--- src/rtl/epoch_seconds_to_calendar_defines.svh ---
// assertion macros shared by the epoch-seconds-to-calendar rtl
// no dependencies; included by epoch_seconds_to_calendar, which checks its own logic
`ifndef EPOCH_SECONDS_TO_CALENDAR_DEFINES_SVH
`define EPOCH_SECONDS_TO_CALENDAR_DEFINES_SVH
`ifndef SYNTHESIS
// same-cycle implication
`define ES2CAL_ASSERT_NOW(label, clk, rst, ante, cons) \
   label: assert property (@(posedge clk) disable iff (rst) (ante) |-> (cons)) \
      else $error("%m: same-cycle check failed");
// next-cycle implication
`define ES2CAL_ASSERT_NEXT(label, clk, rst, ante, cons) \
   label: assert property (@(posedge clk) disable iff (rst) (ante) |=> (cons)) \
      else $error("%m: next-cycle check failed");
`else
`define ES2CAL_ASSERT_NOW(label, clk, rst, ante, cons)
`define ES2CAL_ASSERT_NEXT(label, clk, rst, ante, cons)
`endif
`endif

--- src/rtl/es2cal_pkg.sv ---
// widths, calendar constants and reciprocal multipliers for the epoch-to-calendar block
// no dependencies
`default_nettype none

package es2cal_pkg;

   // pipeline depth, input register through result register
   localparam int unsigned NumStages = 7;

   // port widths
   localparam int unsigned EpochWidth   = 32;
   localparam int unsigned OffsetWidth  = 17;
   localparam int unsigned WeekdayWidth = 3;
   localparam int unsigned YearWidth    = 12;
   localparam int unsigned MonthWidth   = 4;
   localparam int unsigned MdayWidth    = 5;
   localparam int unsigned HourWidth    = 5;
   localparam int unsigned MinuteWidth  = 6;
   localparam int unsigned SecondWidth  = 6;

   // internal widths
   localparam int unsigned LowBits      = 7;   // 86400 = 675 * 2^7
   localparam int unsigned DayIdxWidth  = EpochWidth - LowBits;
   localparam int unsigned DaysWidth    = 16;
   localparam int unsigned SodHiWidth   = 10;
   localparam int unsigned SodWidth     = 17;
   localparam int unsigned ZWidth       = 20;
   localparam int unsigned DoeWidth     = 18;
   localparam int unsigned EraWidth     = 3;
   localparam int unsigned YoeWidth     = 9;
   localparam int unsigned DoyWidth     = 9;
   localparam int unsigned MinTotWidth  = 11;
   localparam int unsigned Q1460Width   = 7;
   localparam int unsigned CentWidth    = 3;
   localparam int unsigned Q100Width    = 3;

   localparam logic [OffsetWidth-1:0] OffsetReset = 17'd9780;

   // civil calendar, eras of 400 years counted from 0000-03-01
   localparam logic [SodHiWidth-1:0] DayLow           = 10'd675;
   localparam logic [ZWidth-1:0]     DaysToEpoch      = 20'd719468;
   localparam logic [DoeWidth-1:0]   DaysPerEra       = 18'd146097;
   localparam logic [DoeWidth-1:0]   DaysPerCentury   = 18'd36524;
   localparam logic [DoeWidth-1:0]   LastDayOfEra     = 18'd146096;
   localparam logic [DoeWidth-1:0]   DaysPerYear      = 18'd365;
   localparam logic [DoyWidth-1:0]   DaysInLongYear   = 9'd366;
   localparam logic [YearWidth-1:0]  YearsPerEra      = 12'd400;
   localparam int unsigned           MaxEra           = 5;
   localparam int unsigned           CenturiesPerEra  = 4;
   localparam logic [MonthWidth-1:0] MarchBasedJan    = 4'd10;
   localparam logic [MonthWidth-1:0] MonthsBeforeMar  = 4'd2;
   localparam logic [MonthWidth-1:0] LastMonth        = 4'd11;
   localparam logic [MinTotWidth-1:0] MinutesPerHour  = 11'd60;
   localparam logic [SodWidth-1:0]   SecondsPerMinute = 17'd60;
   localparam logic [HourWidth-1:0]  LastHour         = 5'd23;
   localparam logic [MinuteWidth-1:0] LastMinute      = 6'd59;

   // first day of each month in a march-based year
   localparam int unsigned MonthsPerYear = 12;
   localparam logic [DoyWidth-1:0] MonthStart [MonthsPerYear] = '{
      9'd0, 9'd31, 9'd61, 9'd92, 9'd122, 9'd153,
      9'd184, 9'd214, 9'd245, 9'd275, 9'd306, 9'd337
   };

   // exact reciprocals: floor(n / d) = (n * ceil(2^k / d)) >> k for all n below 2^N,
   // with k = N + ceil(log2 d)
   localparam int unsigned DayShift  = 35;
   localparam logic [25:0] RecipDay  =
      26'(((64'd1 << DayShift) + 64'(DayLow) - 64'd1) / 64'(DayLow));
   localparam int unsigned Div1460      = 1460;
   localparam int unsigned Shift1460    = 29;
   localparam logic [18:0] Recip1460    =
      19'(((64'd1 << Shift1460) + 64'(Div1460) - 64'd1) / 64'(Div1460));
   localparam int unsigned Shift365     = 27;
   localparam logic [18:0] Recip365     =
      19'(((64'd1 << Shift365) + 64'(DaysPerYear) - 64'd1) / 64'(DaysPerYear));
   localparam int unsigned SecPerHour   = 3600;
   localparam int unsigned HourShift    = 29;
   localparam logic [17:0] RecipHour    =
      18'(((64'd1 << HourShift) + 64'(SecPerHour) - 64'd1) / 64'(SecPerHour));
   localparam int unsigned MinShift     = 23;
   localparam logic [17:0] RecipMin     =
      18'(((64'd1 << MinShift) + 64'(SecondsPerMinute) - 64'd1) / 64'(SecondsPerMinute));
   localparam int unsigned YearsPerCent = 100;
   localparam int unsigned Shift100     = 16;
   localparam logic [9:0]  Recip100     =
      10'(((64'd1 << Shift100) + 64'(YearsPerCent) - 64'd1) / 64'(YearsPerCent));

endpackage

`default_nettype wire

--- src/rtl/epoch_seconds_to_calendar.sv ---
// epoch seconds to calendar date and time, seven-register pipeline
// depends on es2cal_pkg and epoch_seconds_to_calendar_defines.svh
`default_nettype none
`include "epoch_seconds_to_calendar_defines.svh"

// Converts an unsigned count of seconds since 1970-01-01 00:00:00 into weekday
// (0 Thursday), Gregorian year, month (0 January), day of month, hour, minute and
// second, after subtracting the offset held in csr_offset_seconds (reset 9780) and
// clamping at zero. The block is a seven-register pipeline: a word accepted on
// req_ leaves on rsp_ from stage 6; one word can enter every cycle req_stall is low.
// Each stage has at most one multiplier on any path through it, which sets the
// depth. Every stage has its own valid bit, so a stall on rsp_ only reaches
// req_stall once all stages hold a word; gaps in the stream are squeezed out.
// The offset register is writable while no word is in flight and none is offered
// on req_ (csr_ready high).
module epoch_seconds_to_calendar (
   input  wire logic                                clock,
   input  wire logic                                reset,
   // input words
   input  wire logic                                req_valid,
   output      logic                                req_stall,
   input  wire logic [es2cal_pkg::EpochWidth-1:0]   req_epoch_seconds,
   // result words
   output      logic                                rsp_valid,
   input  wire logic                                rsp_stall,
   output      logic [es2cal_pkg::WeekdayWidth-1:0] rsp_weekday,
   output      logic [es2cal_pkg::YearWidth-1:0]    rsp_year,
   output      logic [es2cal_pkg::MonthWidth-1:0]   rsp_month,
   output      logic [es2cal_pkg::MdayWidth-1:0]    rsp_day_of_month,
   output      logic [es2cal_pkg::HourWidth-1:0]    rsp_hour,
   output      logic [es2cal_pkg::MinuteWidth-1:0]  rsp_minute,
   output      logic [es2cal_pkg::SecondWidth-1:0]  rsp_second,
   // offset register
   input  wire logic                                csr_valid,
   output      logic                                csr_ready,
   input  wire logic [es2cal_pkg::OffsetWidth-1:0]  csr_offset_seconds
);
   import es2cal_pkg::*;

   localparam int unsigned LastStage = NumStages - 1;

   // pipeline control
   logic [NumStages-1:0] vld_ff, vld_in;
   logic [NumStages-1:0] open;   // stage register may load this cycle

   logic [OffsetWidth-1:0] offset_ff;

   // stage 0: captured input
   logic [EpochWidth-1:0] s0_t_ff;

   // stage 1: whole days and the split-off low bits
   logic [DaysWidth-1:0]   s1_days_ff, s1_days_in;
   logic [DayIdxWidth-1:0] s1_x_ff, s1_x_in;
   logic [LowBits-1:0]     s1_lo_ff, s1_lo_in;

   // stage 2: seconds of day, era, day of era, weekday
   logic [SodWidth-1:0]     s2_sod_ff, s2_sod_in;
   logic [EraWidth-1:0]     s2_era_ff, s2_era_in;
   logic [DoeWidth-1:0]     s2_doe_ff, s2_doe_in;
   logic [WeekdayWidth-1:0] s2_wday_ff, s2_wday_in;

   // stage 3: leap-corrected day count, hour, total minutes
   logic [DoeWidth-1:0]     s3_ynum_ff, s3_ynum_in;
   logic [DoeWidth-1:0]     s3_doe_ff;
   logic [EraWidth-1:0]     s3_era_ff;
   logic [WeekdayWidth-1:0] s3_wday_ff;
   logic [HourWidth-1:0]    s3_hour_ff, s3_hour_in;
   logic [MinTotWidth-1:0]  s3_mt_ff, s3_mt_in;
   logic [SodWidth-1:0]     s3_sod_ff;

   // stage 4: year of era, minute, second
   logic [YoeWidth-1:0]     s4_yoe_ff, s4_yoe_in;
   logic [DoeWidth-1:0]     s4_doe_ff;
   logic [EraWidth-1:0]     s4_era_ff;
   logic [WeekdayWidth-1:0] s4_wday_ff;
   logic [HourWidth-1:0]    s4_hour_ff;
   logic [MinuteWidth-1:0]  s4_min_ff, s4_min_in;
   logic [SecondWidth-1:0]  s4_sec_ff, s4_sec_in;

   // stage 5: day of march-based year, march-based year
   logic [DoyWidth-1:0]     s5_doy_ff, s5_doy_in;
   logic [YearWidth-1:0]    s5_ybase_ff, s5_ybase_in;
   logic [WeekdayWidth-1:0] s5_wday_ff;
   logic [HourWidth-1:0]    s5_hour_ff;
   logic [MinuteWidth-1:0]  s5_min_ff;
   logic [SecondWidth-1:0]  s5_sec_ff;

   // stage 6: result register
   logic [WeekdayWidth-1:0] rsp_wday_ff;
   logic [YearWidth-1:0]    rsp_year_ff, rsp_year_in;
   logic [MonthWidth-1:0]   rsp_month_ff, rsp_month_in;
   logic [MdayWidth-1:0]    rsp_mday_ff, rsp_mday_in;
   logic [HourWidth-1:0]    rsp_hour_ff;
   logic [MinuteWidth-1:0]  rsp_min_ff;
   logic [SecondWidth-1:0]  rsp_sec_ff;

   // ---------------------------------------------------------------------
   // flow control: a stage opens when it is empty or its word moves on
   // ---------------------------------------------------------------------
   always_comb begin
      open[LastStage] = !vld_ff[LastStage] || !rsp_stall;
      for (int k = int'(LastStage) - 1; k >= 0; k--) begin
         open[k] = !vld_ff[k] || open[k+1];
      end
      vld_in[0] = open[0] ? req_valid : vld_ff[0];
      for (int k = 1; k < int'(NumStages); k++) begin
         vld_in[k] = open[k] ? vld_ff[k-1] : vld_ff[k];
      end
   end

   assign req_stall = !open[0];
   assign rsp_valid = vld_ff[LastStage];
   // offset may only change with the pipeline drained and no word offered,
   // so a word never meets a write in the edge that takes it
   assign csr_ready = ~|vld_ff && !req_valid;

   always_ff @(posedge clock) begin
      if (reset) begin
         vld_ff    <= '0;
         offset_ff <= OffsetReset;
      end else begin
         vld_ff <= vld_in;
         if (csr_valid && csr_ready) begin
            offset_ff <= csr_offset_seconds;
         end
      end
   end

   // ---------------------------------------------------------------------
   // stage 0 -> 1: clamp-subtract offset, divide by 86400 as (s >> 7) / 675
   // ---------------------------------------------------------------------
   logic [EpochWidth-1:0]         shifted;
   logic [DayIdxWidth+25:0]       day_prod;

   always_comb begin
      shifted    = (s0_t_ff >= EpochWidth'(offset_ff)) ?
                   (s0_t_ff - EpochWidth'(offset_ff)) : '0;
      s1_x_in    = shifted[EpochWidth-1:LowBits];
      s1_lo_in   = shifted[LowBits-1:0];
      day_prod   = (DayIdxWidth+26)'(s1_x_in) * (DayIdxWidth+26)'(RecipDay);
      s1_days_in = day_prod[DayShift +: DaysWidth];
   end

   // ---------------------------------------------------------------------
   // stage 1 -> 2: seconds of day, era split, weekday
   // ---------------------------------------------------------------------
   logic [DayIdxWidth-1:0] day_part;
   logic [ZWidth-1:0]      z;
   logic [ZWidth-1:0]      era_base;
   logic [5:0]             wf1;
   logic [3:0]             wf2, wf3;

   always_comb begin
      day_part  = DayIdxWidth'(s1_days_ff) * DayIdxWidth'(DayLow);
      s2_sod_in = {SodHiWidth'(s1_x_ff - day_part), s1_lo_ff};

      z         = ZWidth'(s1_days_ff) + DaysToEpoch;
      s2_era_in = '0;
      era_base  = '0;
      for (int k = 1; k <= int'(MaxEra); k++) begin
         if (z >= ZWidth'(k) * ZWidth'(DaysPerEra)) begin
            s2_era_in = EraWidth'(k);
            era_base  = ZWidth'(k) * ZWidth'(DaysPerEra);
         end
      end
      s2_doe_in = DoeWidth'(z - era_base);

      // day count mod 7 by folding octal digits (8 = 1 mod 7)
      wf1 = 6'(s1_days_ff[2:0]) + 6'(s1_days_ff[5:3]) + 6'(s1_days_ff[8:6])
          + 6'(s1_days_ff[11:9]) + 6'(s1_days_ff[14:12]) + 6'(s1_days_ff[15]);
      wf2 = 4'(wf1[2:0]) + 4'(wf1[5:3]);
      wf3 = 4'(wf2[2:0]) + 4'(wf2[3]);
      s2_wday_in = (wf3 >= 4'd7) ? WeekdayWidth'(wf3 - 4'd7) : wf3[2:0];
   end

   // ---------------------------------------------------------------------
   // stage 2 -> 3: leap correction of day of era, hour and total minutes
   // ---------------------------------------------------------------------
   logic [DoeWidth+18:0]  p1460;
   logic [Q1460Width-1:0] q1460;
   logic [CentWidth-1:0]  qcent;
   logic                  era_end;
   logic [SodWidth+17:0]  p_hour, p_min;

   always_comb begin
      p1460 = (DoeWidth+19)'(s2_doe_ff) * (DoeWidth+19)'(Recip1460);
      q1460 = p1460[Shift1460 +: Q1460Width];
      qcent = '0;
      for (int k = 1; k <= int'(CenturiesPerEra); k++) begin
         if (s2_doe_ff >= DoeWidth'(k) * DaysPerCentury) begin
            qcent = CentWidth'(k);
         end
      end
      era_end    = (s2_doe_ff == LastDayOfEra);
      s3_ynum_in = s2_doe_ff - DoeWidth'(q1460) + DoeWidth'(qcent) - DoeWidth'(era_end);

      p_hour     = (SodWidth+18)'(s2_sod_ff) * (SodWidth+18)'(RecipHour);
      s3_hour_in = p_hour[HourShift +: HourWidth];
      p_min      = (SodWidth+18)'(s2_sod_ff) * (SodWidth+18)'(RecipMin);
      s3_mt_in   = p_min[MinShift +: MinTotWidth];
   end

   // ---------------------------------------------------------------------
   // stage 3 -> 4: year of era, minute and second
   // ---------------------------------------------------------------------
   logic [DoeWidth+18:0] p365;

   always_comb begin
      p365      = (DoeWidth+19)'(s3_ynum_ff) * (DoeWidth+19)'(Recip365);
      s4_yoe_in = p365[Shift365 +: YoeWidth];
      s4_min_in = MinuteWidth'(s3_mt_ff - MinTotWidth'(s3_hour_ff) * MinutesPerHour);
      s4_sec_in = SecondWidth'(s3_sod_ff - SodWidth'(s3_mt_ff) * SecondsPerMinute);
   end

   // ---------------------------------------------------------------------
   // stage 4 -> 5: day of year and march-based year
   // ---------------------------------------------------------------------
   logic [YoeWidth+9:0]   p100;
   logic [Q100Width-1:0]  q100;
   logic [DoeWidth-1:0]   year_days;

   always_comb begin
      p100      = (YoeWidth+10)'(s4_yoe_ff) * (YoeWidth+10)'(Recip100);
      q100      = p100[Shift100 +: Q100Width];
      year_days = DoeWidth'(s4_yoe_ff) * DaysPerYear
                + DoeWidth'(s4_yoe_ff[YoeWidth-1:2]) - DoeWidth'(q100);
      s5_doy_in   = DoyWidth'(s4_doe_ff - year_days);
      s5_ybase_in = YearWidth'(s4_yoe_ff) + YearWidth'(s4_era_ff) * YearsPerEra;
   end

   // ---------------------------------------------------------------------
   // stage 5 -> 6: month lookup, shift to january-based year
   // ---------------------------------------------------------------------
   logic [MonthWidth-1:0] mp;
   logic [DoyWidth-1:0]   mstart;

   always_comb begin
      mp     = '0;
      mstart = MonthStart[0];
      for (int k = 1; k < int'(MonthsPerYear); k++) begin
         if (s5_doy_ff >= MonthStart[k]) begin
            mp     = MonthWidth'(k);
            mstart = MonthStart[k];
         end
      end
      rsp_mday_in = MdayWidth'(s5_doy_ff - mstart + DoyWidth'(1));
      // january and february belong to the next calendar year
      if (mp >= MarchBasedJan) begin
         rsp_month_in = mp - MarchBasedJan;
         rsp_year_in  = s5_ybase_ff + YearWidth'(1);
      end else begin
         rsp_month_in = mp + MonthsBeforeMar;
         rsp_year_in  = s5_ybase_ff;
      end
   end

   // ---------------------------------------------------------------------
   // payload registers, loaded whenever their stage opens
   // ---------------------------------------------------------------------
   always_ff @(posedge clock) begin
      if (open[0]) begin
         s0_t_ff <= req_epoch_seconds;
      end
      if (open[1]) begin
         s1_days_ff <= s1_days_in;
         s1_x_ff    <= s1_x_in;
         s1_lo_ff   <= s1_lo_in;
      end
      if (open[2]) begin
         s2_sod_ff  <= s2_sod_in;
         s2_era_ff  <= s2_era_in;
         s2_doe_ff  <= s2_doe_in;
         s2_wday_ff <= s2_wday_in;
      end
      if (open[3]) begin
         s3_ynum_ff <= s3_ynum_in;
         s3_doe_ff  <= s2_doe_ff;
         s3_era_ff  <= s2_era_ff;
         s3_wday_ff <= s2_wday_ff;
         s3_hour_ff <= s3_hour_in;
         s3_mt_ff   <= s3_mt_in;
         s3_sod_ff  <= s2_sod_ff;
      end
      if (open[4]) begin
         s4_yoe_ff  <= s4_yoe_in;
         s4_doe_ff  <= s3_doe_ff;
         s4_era_ff  <= s3_era_ff;
         s4_wday_ff <= s3_wday_ff;
         s4_hour_ff <= s3_hour_ff;
         s4_min_ff  <= s4_min_in;
         s4_sec_ff  <= s4_sec_in;
      end
      if (open[5]) begin
         s5_doy_ff   <= s5_doy_in;
         s5_ybase_ff <= s5_ybase_in;
         s5_wday_ff  <= s4_wday_ff;
         s5_hour_ff  <= s4_hour_ff;
         s5_min_ff   <= s4_min_ff;
         s5_sec_ff   <= s4_sec_ff;
      end
      if (open[LastStage]) begin
         rsp_wday_ff  <= s5_wday_ff;
         rsp_year_ff  <= rsp_year_in;
         rsp_month_ff <= rsp_month_in;
         rsp_mday_ff  <= rsp_mday_in;
         rsp_hour_ff  <= s5_hour_ff;
         rsp_min_ff   <= s5_min_ff;
         rsp_sec_ff   <= s5_sec_ff;
      end
   end

   assign rsp_weekday      = rsp_wday_ff;
   assign rsp_year         = rsp_year_ff;
   assign rsp_month        = rsp_month_ff;
   assign rsp_day_of_month = rsp_mday_ff;
   assign rsp_hour         = rsp_hour_ff;
   assign rsp_minute       = rsp_min_ff;
   assign rsp_second       = rsp_sec_ff;

   // ---------------------------------------------------------------------
   // checks
   // ---------------------------------------------------------------------
   // an accepted word always lands in the input register
   `ES2CAL_ASSERT_NEXT(a_accept_lands, clock, reset, req_valid && !req_stall, vld_ff[0])
   // era split leaves a day of era inside one era
   `ES2CAL_ASSERT_NOW(a_era_split, clock, reset, vld_ff[2], (s2_doe_ff < DaysPerEra) && (s2_era_ff <= EraWidth'(MaxEra)))
   // leap correction keeps the day of year inside a year
   `ES2CAL_ASSERT_NOW(a_doy_range, clock, reset, vld_ff[5], s5_doy_ff < DaysInLongYear)
   // month table and time split give legal fields
   `ES2CAL_ASSERT_NOW(a_result_range, clock, reset, rsp_valid, (rsp_month <= LastMonth) && (rsp_day_of_month != '0) && (rsp_hour <= LastHour) && (rsp_minute <= LastMinute) && (rsp_second <= LastMinute))

endmodule

`default_nettype wire
--- config.mk ---
export PLATFORM = sky130hd
export DESIGN_NAME = epoch_seconds_to_calendar
export DESIGN_NICKNAME = d
export VERILOG_FILES = /design/src/rtl/es2cal_pkg.sv /design/src/rtl/epoch_seconds_to_calendar.sv
export VERILOG_INCLUDE_DIRS = /design/src /design/src/rtl
export SDC_FILE = /design/constraint.sdc
export NUM_CORES = 2
export LEC_CHECK = 0
export ABC_AREA = 1
export BUFFER_PORTS_ARGS = -buffer_cell sky130_fd_sc_hd__buf_4
export CORE_UTILIZATION = 65
export CTS_CLUSTER_SIZE = 14
export DETAILED_ROUTE_END_ITERATION = 8
export GPL_TIMING_DRIVEN = 0
export PLACE_DENSITY = 0.86
export RECOVER_POWER = 50
export SYNTH_ARGS = -nofsm -noshare
export SYNTH_HDL_FRONTEND = slang
export SYNTH_SLANG_ARGS = --single-unit
export TNS_END_PERCENT = 10
--- constraint.sdc ---
create_clock -name clock -period 11.64 [get_ports clock]
set_clock_uncertainty 0.05 [all_clocks]
set_input_delay 2.328 -clock clock [delete_from_list [all_inputs] [get_ports clock]]
set_output_delay 2.328 -clock clock [all_outputs]
set_load 0.01 [all_outputs]
# After elaboration in Yosys (flattened, before gate mapping)
# Cells that the tools add are included.
[totals]
ff_bits = 308
latchBits = 0
ramBits = 0
romBits = 0
memories = 0
[classes]
add_sub_neg = 26
mul = 11
n_div = 0
n_lt_le_gt_ge = 23
eq_ne = 1
shift = 0
mux = 39
bitwise = 0
reduce_logical = 22
[ops]
columns = ["operator", "count"]
rows = [
  ["$mux 18", 5],
  ["$mul 17x18->34 const B", 2],
  ["$mul 18x16->33 const B", 2],
  ["$mux 5", 11],
  ["$mul 25x26->51 const B", 1],
  ["$mux 4", 11],
  ["$ge 20x19->1 const B", 2],
  ["$ge 20x20->1 const B", 2],
  ["$ge 18x17->1 const B", 2],
  ["$ge 9x8->1 const B", 4],
  ["$ge 32x17->1", 1],
  ["$mux 32", 1],
  ["$sub 32x17->32", 1],
  ["$ge 9x9->1 const B", 3],
  ["$add 16x20->20 const B", 1],
  ["$ge 20x18->1 const B", 1],
  ["$add 18x3->18", 1],
  ["$eq 18x18->1 const B", 1],
  ["$ge 18x16->1 const B", 1],
  ["$ge 18x18->1 const B", 1],
  ["$ge 9x7->1 const B", 2],
  ["$mux 3", 6],
  ["$sub 18x1->18", 1],
  ["$sub 18x18->18", 1],
  ["36 further kinds", 58],
]

# Depth between registers and ports, before layout
[depth]
word_depth = 14
mapped_depth = 44
ltp_nobuf = 44

# Least setup slack after synthesis
# Ideal clock, no wire load.
[synth_path]
path_kind = "input to output"
startpoint = "input rsp_stall"
endpoint = "output req_stall"
arrival_time_ns = 8.135
required_time_ns = 9.262
slack_ns = 1.127
stages = 12
cell_sequence = "nand2_1 -> nor2_1 -> inv_1 -> nor2_1 -> inv_1 -> nor2_1 -> inv_1 -> nor2_1 -> inv_1 -> nor2_1 -> inv_1 -> nor2_1"
[synth_via]
elab_chain_len = 9
[synth_rtl]
columns = ["element", "line", "source"]
rows = [
  ["start, declared", "epoch_seconds_to_calendar.sv:25", "input wire logic rsp_stall,"],
  ["$logic_not 1->1", "epoch_seconds_to_calendar.sv:101", "open[LastStage] = !vld_ff[LastStage] || !rsp_stall;"],
  ["$logic_or 1x1->1", "epoch_seconds_to_calendar.sv:101", ""],
  ["$logic_or 1x1->1", "epoch_seconds_to_calendar.sv:103", "open[k] = !vld_ff[k] || open[k+1];"],
  ["net open[5]", "epoch_seconds_to_calendar.sv:44", "logic [NumStages-1:0] open;"],
  ["$logic_or 1x1->1", "epoch_seconds_to_calendar.sv:103", ""],
  ["net open[4]", "epoch_seconds_to_calendar.sv:44", ""],
  ["$logic_or 1x1->1", "epoch_seconds_to_calendar.sv:103", ""],
  ["net open[3]", "epoch_seconds_to_calendar.sv:44", ""],
  ["$logic_or 1x1->1", "epoch_seconds_to_calendar.sv:103", ""],
  ["net open[2]", "epoch_seconds_to_calendar.sv:44", ""],
  ["$logic_or 1x1->1", "epoch_seconds_to_calendar.sv:103", ""],
  ["net open[1]", "epoch_seconds_to_calendar.sv:44", ""],
  ["$logic_or 1x1->1", "epoch_seconds_to_calendar.sv:103", ""],
  ["$logic_not 1->1", "epoch_seconds_to_calendar.sv:111", "assign req_stall = !open[0];"],
  ["end, declared", "epoch_seconds_to_calendar.sv:21", "output logic req_stall,"],
]
# The timed path passes the listed nets, and every way through them passes these cells.

# Worst setup path in the final report
[layout_path]
startpoint = "register s0_t_ff[6]"
endpoint = "register s1_days_ff[9] (data pin)"
[layout_via]
elab_chain_len = 3
[layout_rtl]
columns = ["element", "line", "source"]
rows = [
  ["start, declared", "epoch_seconds_to_calendar.sv:49", "logic [EpochWidth-1:0] s0_t_ff;"],
  ["start signal, assigned", "epoch_seconds_to_calendar.sv:262", "s0_t_ff <= req_epoch_seconds;"],
  ["$sub 32x17->32 / $ge 32x17->1 (equally long branches)", "epoch_seconds_to_calendar.sv:137, epoch_seconds_to_calendar.sv:136", ""],
  ["$mux 32 (*)", "epoch_seconds_to_calendar.sv:136", "shifted = (s0_t_ff >= EpochWidth'(offset_ff)) ?"],
  ["net shifted[12]", "epoch_seconds_to_calendar.sv:132", "logic [EpochWidth-1:0] shifted;"],
  ["$mul 25x26->51 (*)", "epoch_seconds_to_calendar.sv:140", "day_prod = (DayIdxWidth+26)'(s1_x_in) * (DayIdxWidth+26)'(RecipDay);"],
  ["net day_prod[44]", "epoch_seconds_to_calendar.sv:133", "logic [DayIdxWidth+25:0] day_prod;"],
  ["end signal, assigned", "epoch_seconds_to_calendar.sv:265", "s1_days_ff <= s1_days_in;"],
  ["end, declared", "epoch_seconds_to_calendar.sv:52", "logic [DaysWidth-1:0] s1_days_ff, s1_days_in;"],
]
# Mark *: on every way through the listed nets, which the timed path passes. The rest lies on a longest branch.
# A chain may end at the register's enable or synchronous reset.

==> impl_metrics.csv <==
group,metric,value,unit
setup_path,crit_arrival,9.98,ns
yosys,netlist_top_cells_area,"ha_1 (28%), fa_1 (24%), edfxtp_1 (18%)",
global_route,grt_max_degree,46,
route,route.detailed.wl_per_inst,17.3,um
yosys,synthArstFlopShare,0,%
sta,fmax,103,MHz
die,core_area,69100,um2
yosys,synthCells,4722,
setup_path,rrSetupSlack,1.91,ns
setup_path,reg2reg_from,"s0_t_ff[6]",
cells_and_area,fin_util,70.4,%
setup_path,startpoint_type,"register",
clock_tree,htreeDepth,2,
global_route,grt_overflow_total,0,
outcome,outcome,"finished with violations",
setup_path,cp-startpoint,"s0_t_ff[6]",
flow_run,drv_cap,5,
clock_tree,ctsResizeCount,0,
route,final_antenna_net_count,0,
yosys,syn-num-nets,6356,
setup_path,cp_num_buf_inv,8,
setup_path,cp_max_fo,10,
cells_and_area,syn_to_final_growth,6.53,%
route,drtIter0Drc,1982,
clock_tree,clockBufferDepth,3,
yosys,syn-cell-area,45600,um2
route,viasPerCell,5.54,
clock_tree,cts_sinks,297,
route,routed_wl,100000,um
worst_hold_path,hp-start,"s4_sec_ff[0]",
clock_tree,ctsHoldBuffers,0,
cells_and_area,num-nets-final,6495,
clock_tree,cts_setup_buffers,0,
setup_path,required,11.89,ns
clock_tree,clk-insertion-delay-late,0.56,ns
cells_and_area,fillCellCount,4809,
sta,finalCritPeriodShare,83.6,%
worst_hold_path,hold_path_class,"register to register",
clock_tree,cts_tree,"built",
setup_path,crit_top_cell,"nand2_1",
clock_tree,clk_pin_slew,0.06,ns
yosys,yosys.area.top_type,"ha_1",
yosys,synth_edf_count,273,
sta,rsz0062_at_grt,"false",
global_route,grt_use_total,29.3,%
global_route,grt_pass1_wl,167000,um
sta,period_minus_slack,9.73,ns
setup_path,cp_slowest_cell,"nor2_1",
global_route,grt_pass1_vias,34400,
outcome,violations,"max-capacitance violations, max-slew violations",
sta,slew_headroom,-64.1,%
place,finalWeightedCongestion,0.963,
yosys,ys_dominant_reg_cell,"edfxtp_1",
route,vias,32200,
place,place_hpwl,84600,um
die,die_x,267,um
place,port_buffers,96,
sta,hold_violations,0,
cells_and_area,antenna_cells,0,
yosys,synth_top_area_share,28.1,%
die,die_y,267,um
setup_path,crit_path_max_incr_delay,1.15,ns
route,drtPass1Iterations,8,
global_route,antenna_found_initial,0,
clock_tree,cts_buffers,34,
setup_path,cp_top_family,"adder cells",
route,drc,0,
yosys,ys_warn_count,0,
setup_path,critPathCaptureType,"register",
sta,worstMarginPinSlew,2.46,ns
die,initial_core_util,66.1,%
yosys,yosys_register_bits,297,
sta,slew_violations,170,
yosys,yosysSeqAreaShare,19.0,%
setup_path,crit_type,"register to register",
yosys,synth.most_common_cell,"inv_1",
yosys,postSynthAreaPerCell,9.66,um2
die,num_io_pins,98,
sta,setup_viol,0,
die,die_area,71300,um2
yosys,synth_cell_types,60,
clock_tree,root_buffer,"clkbuf_16",
yosys,yosys-top-cells-count,"inv_1 (1,242), ha_1 (1,026), fa_1 (554)",
die,std_cell_rows,96,
cells_and_area,drive_gt1_share,3.89,%
-- flip-flops by register name, indices dropped and copies added (netlist names), 10 cells and up --
signal       flops
offset_ff       17
rsp_year        12
s3_ynum_ff      18
s0_t_ff         32
s2_sod_ff       17
s1_days_ff      16
s1_x_ff         10
s2_doe_ff       18
s5_ybase_ff     12
-- worst paths after layout --
check	to	cells after the start
setup / recovery	s1_days_ff[9]	35
hold / removal	s5_sec_ff[0]	0
setup reg to reg	s1_days_ff[9]	35
hold reg to reg	s5_sec_ff[0]	0
-- stage by stage --
step | area, um2 | instances | TNS (ns) | hold slack, ns | setup slack [ns]
3_3_place_gp | 47500 | 5749 | -6.69 | 0.351 | -1.33
3_5_place_dp | 47600 | 5754 | 0 | 0.355 | 2.67
2_1_floorplan | 45600 | 4722 | 0 | 0.350 | 1.13
5_1_grt | 48600 | 5814 | 0 | 0.367 | 1.51
4_1_cts | 48700 | 5812 | 0 | 0.365 | 2.54
6_report | 48600 | 5814 | 0 | 0.361 | 1.91
-- kinds of logic (layout without fill, tap and decap cells) --
group / after synthesis / after routing / share of synthesized area (%)
buf+inv: 1255 / 1416 / 10.3
fa+ha+maj: 1580 / 1580 / 52.4
xor+xnor: 174 / 174 / 3.37
compound gates: 524 / 524 / 6.55
flops: 297 / 297 / 19.0
mux: 1 / 1 / 0.0247
simple gates: 891 / 891 / 8.26
-- area by class of cell --
cell class / instances / area (um2) / area share (%)
clock buffer: 44 / 898 / 1.85
buffer: 11 / 43.8 / 0.0901
tap: 931 / 1160 / 2.40
inverter: 1244 / 4670 / 9.61
sequential: 297 / 8680 / 17.9
timing repair buffer: 103 / 786 / 1.62
multi-input combinational: 3170 / 32200 / 66.3
clock inverter: 14 / 155 / 0.319
-- worst reg2reg max path, delay by kind of cell (launching register included) --
kind	cells	cell delay [ns]
AOI/OAI and AO/OA	3	0.79
adders and majority gates	9	3.99
buffers and inverters	8	1.43
DFF	1	0.38
and+or+nand+nor	15	2.84
-- per-layer routing --
| layer | vias up | global-route usage [%] | share of wire [%] |
|---|---|---|---|
| li1 | 15400 | - | - |
| met1 | 15600 | 37.0 | 41 |
| met2 | 1010 | 51.9 | 50 |
| met3 | 247 | 3.75 | 5.6 |
| met4 | 0 | 9.82 | 3.3 |
| met5 | - | 0 | 0 |
-- placed cells by master, fill, tap and decap left out, drive strengths merged, types with 75 or more instances in the layout --
cell and n:
o21ai 143, edfxtp 273, clkbuf 90, a21oi 254
nand3 75, nor2 239, ha 1026, fa 554
nand2 454, xor2 108, inv 1245
Power is left out: the tool's default activity adds up to more than one toggle a clock period on the data nets, which glitch-free logic cannot reach.
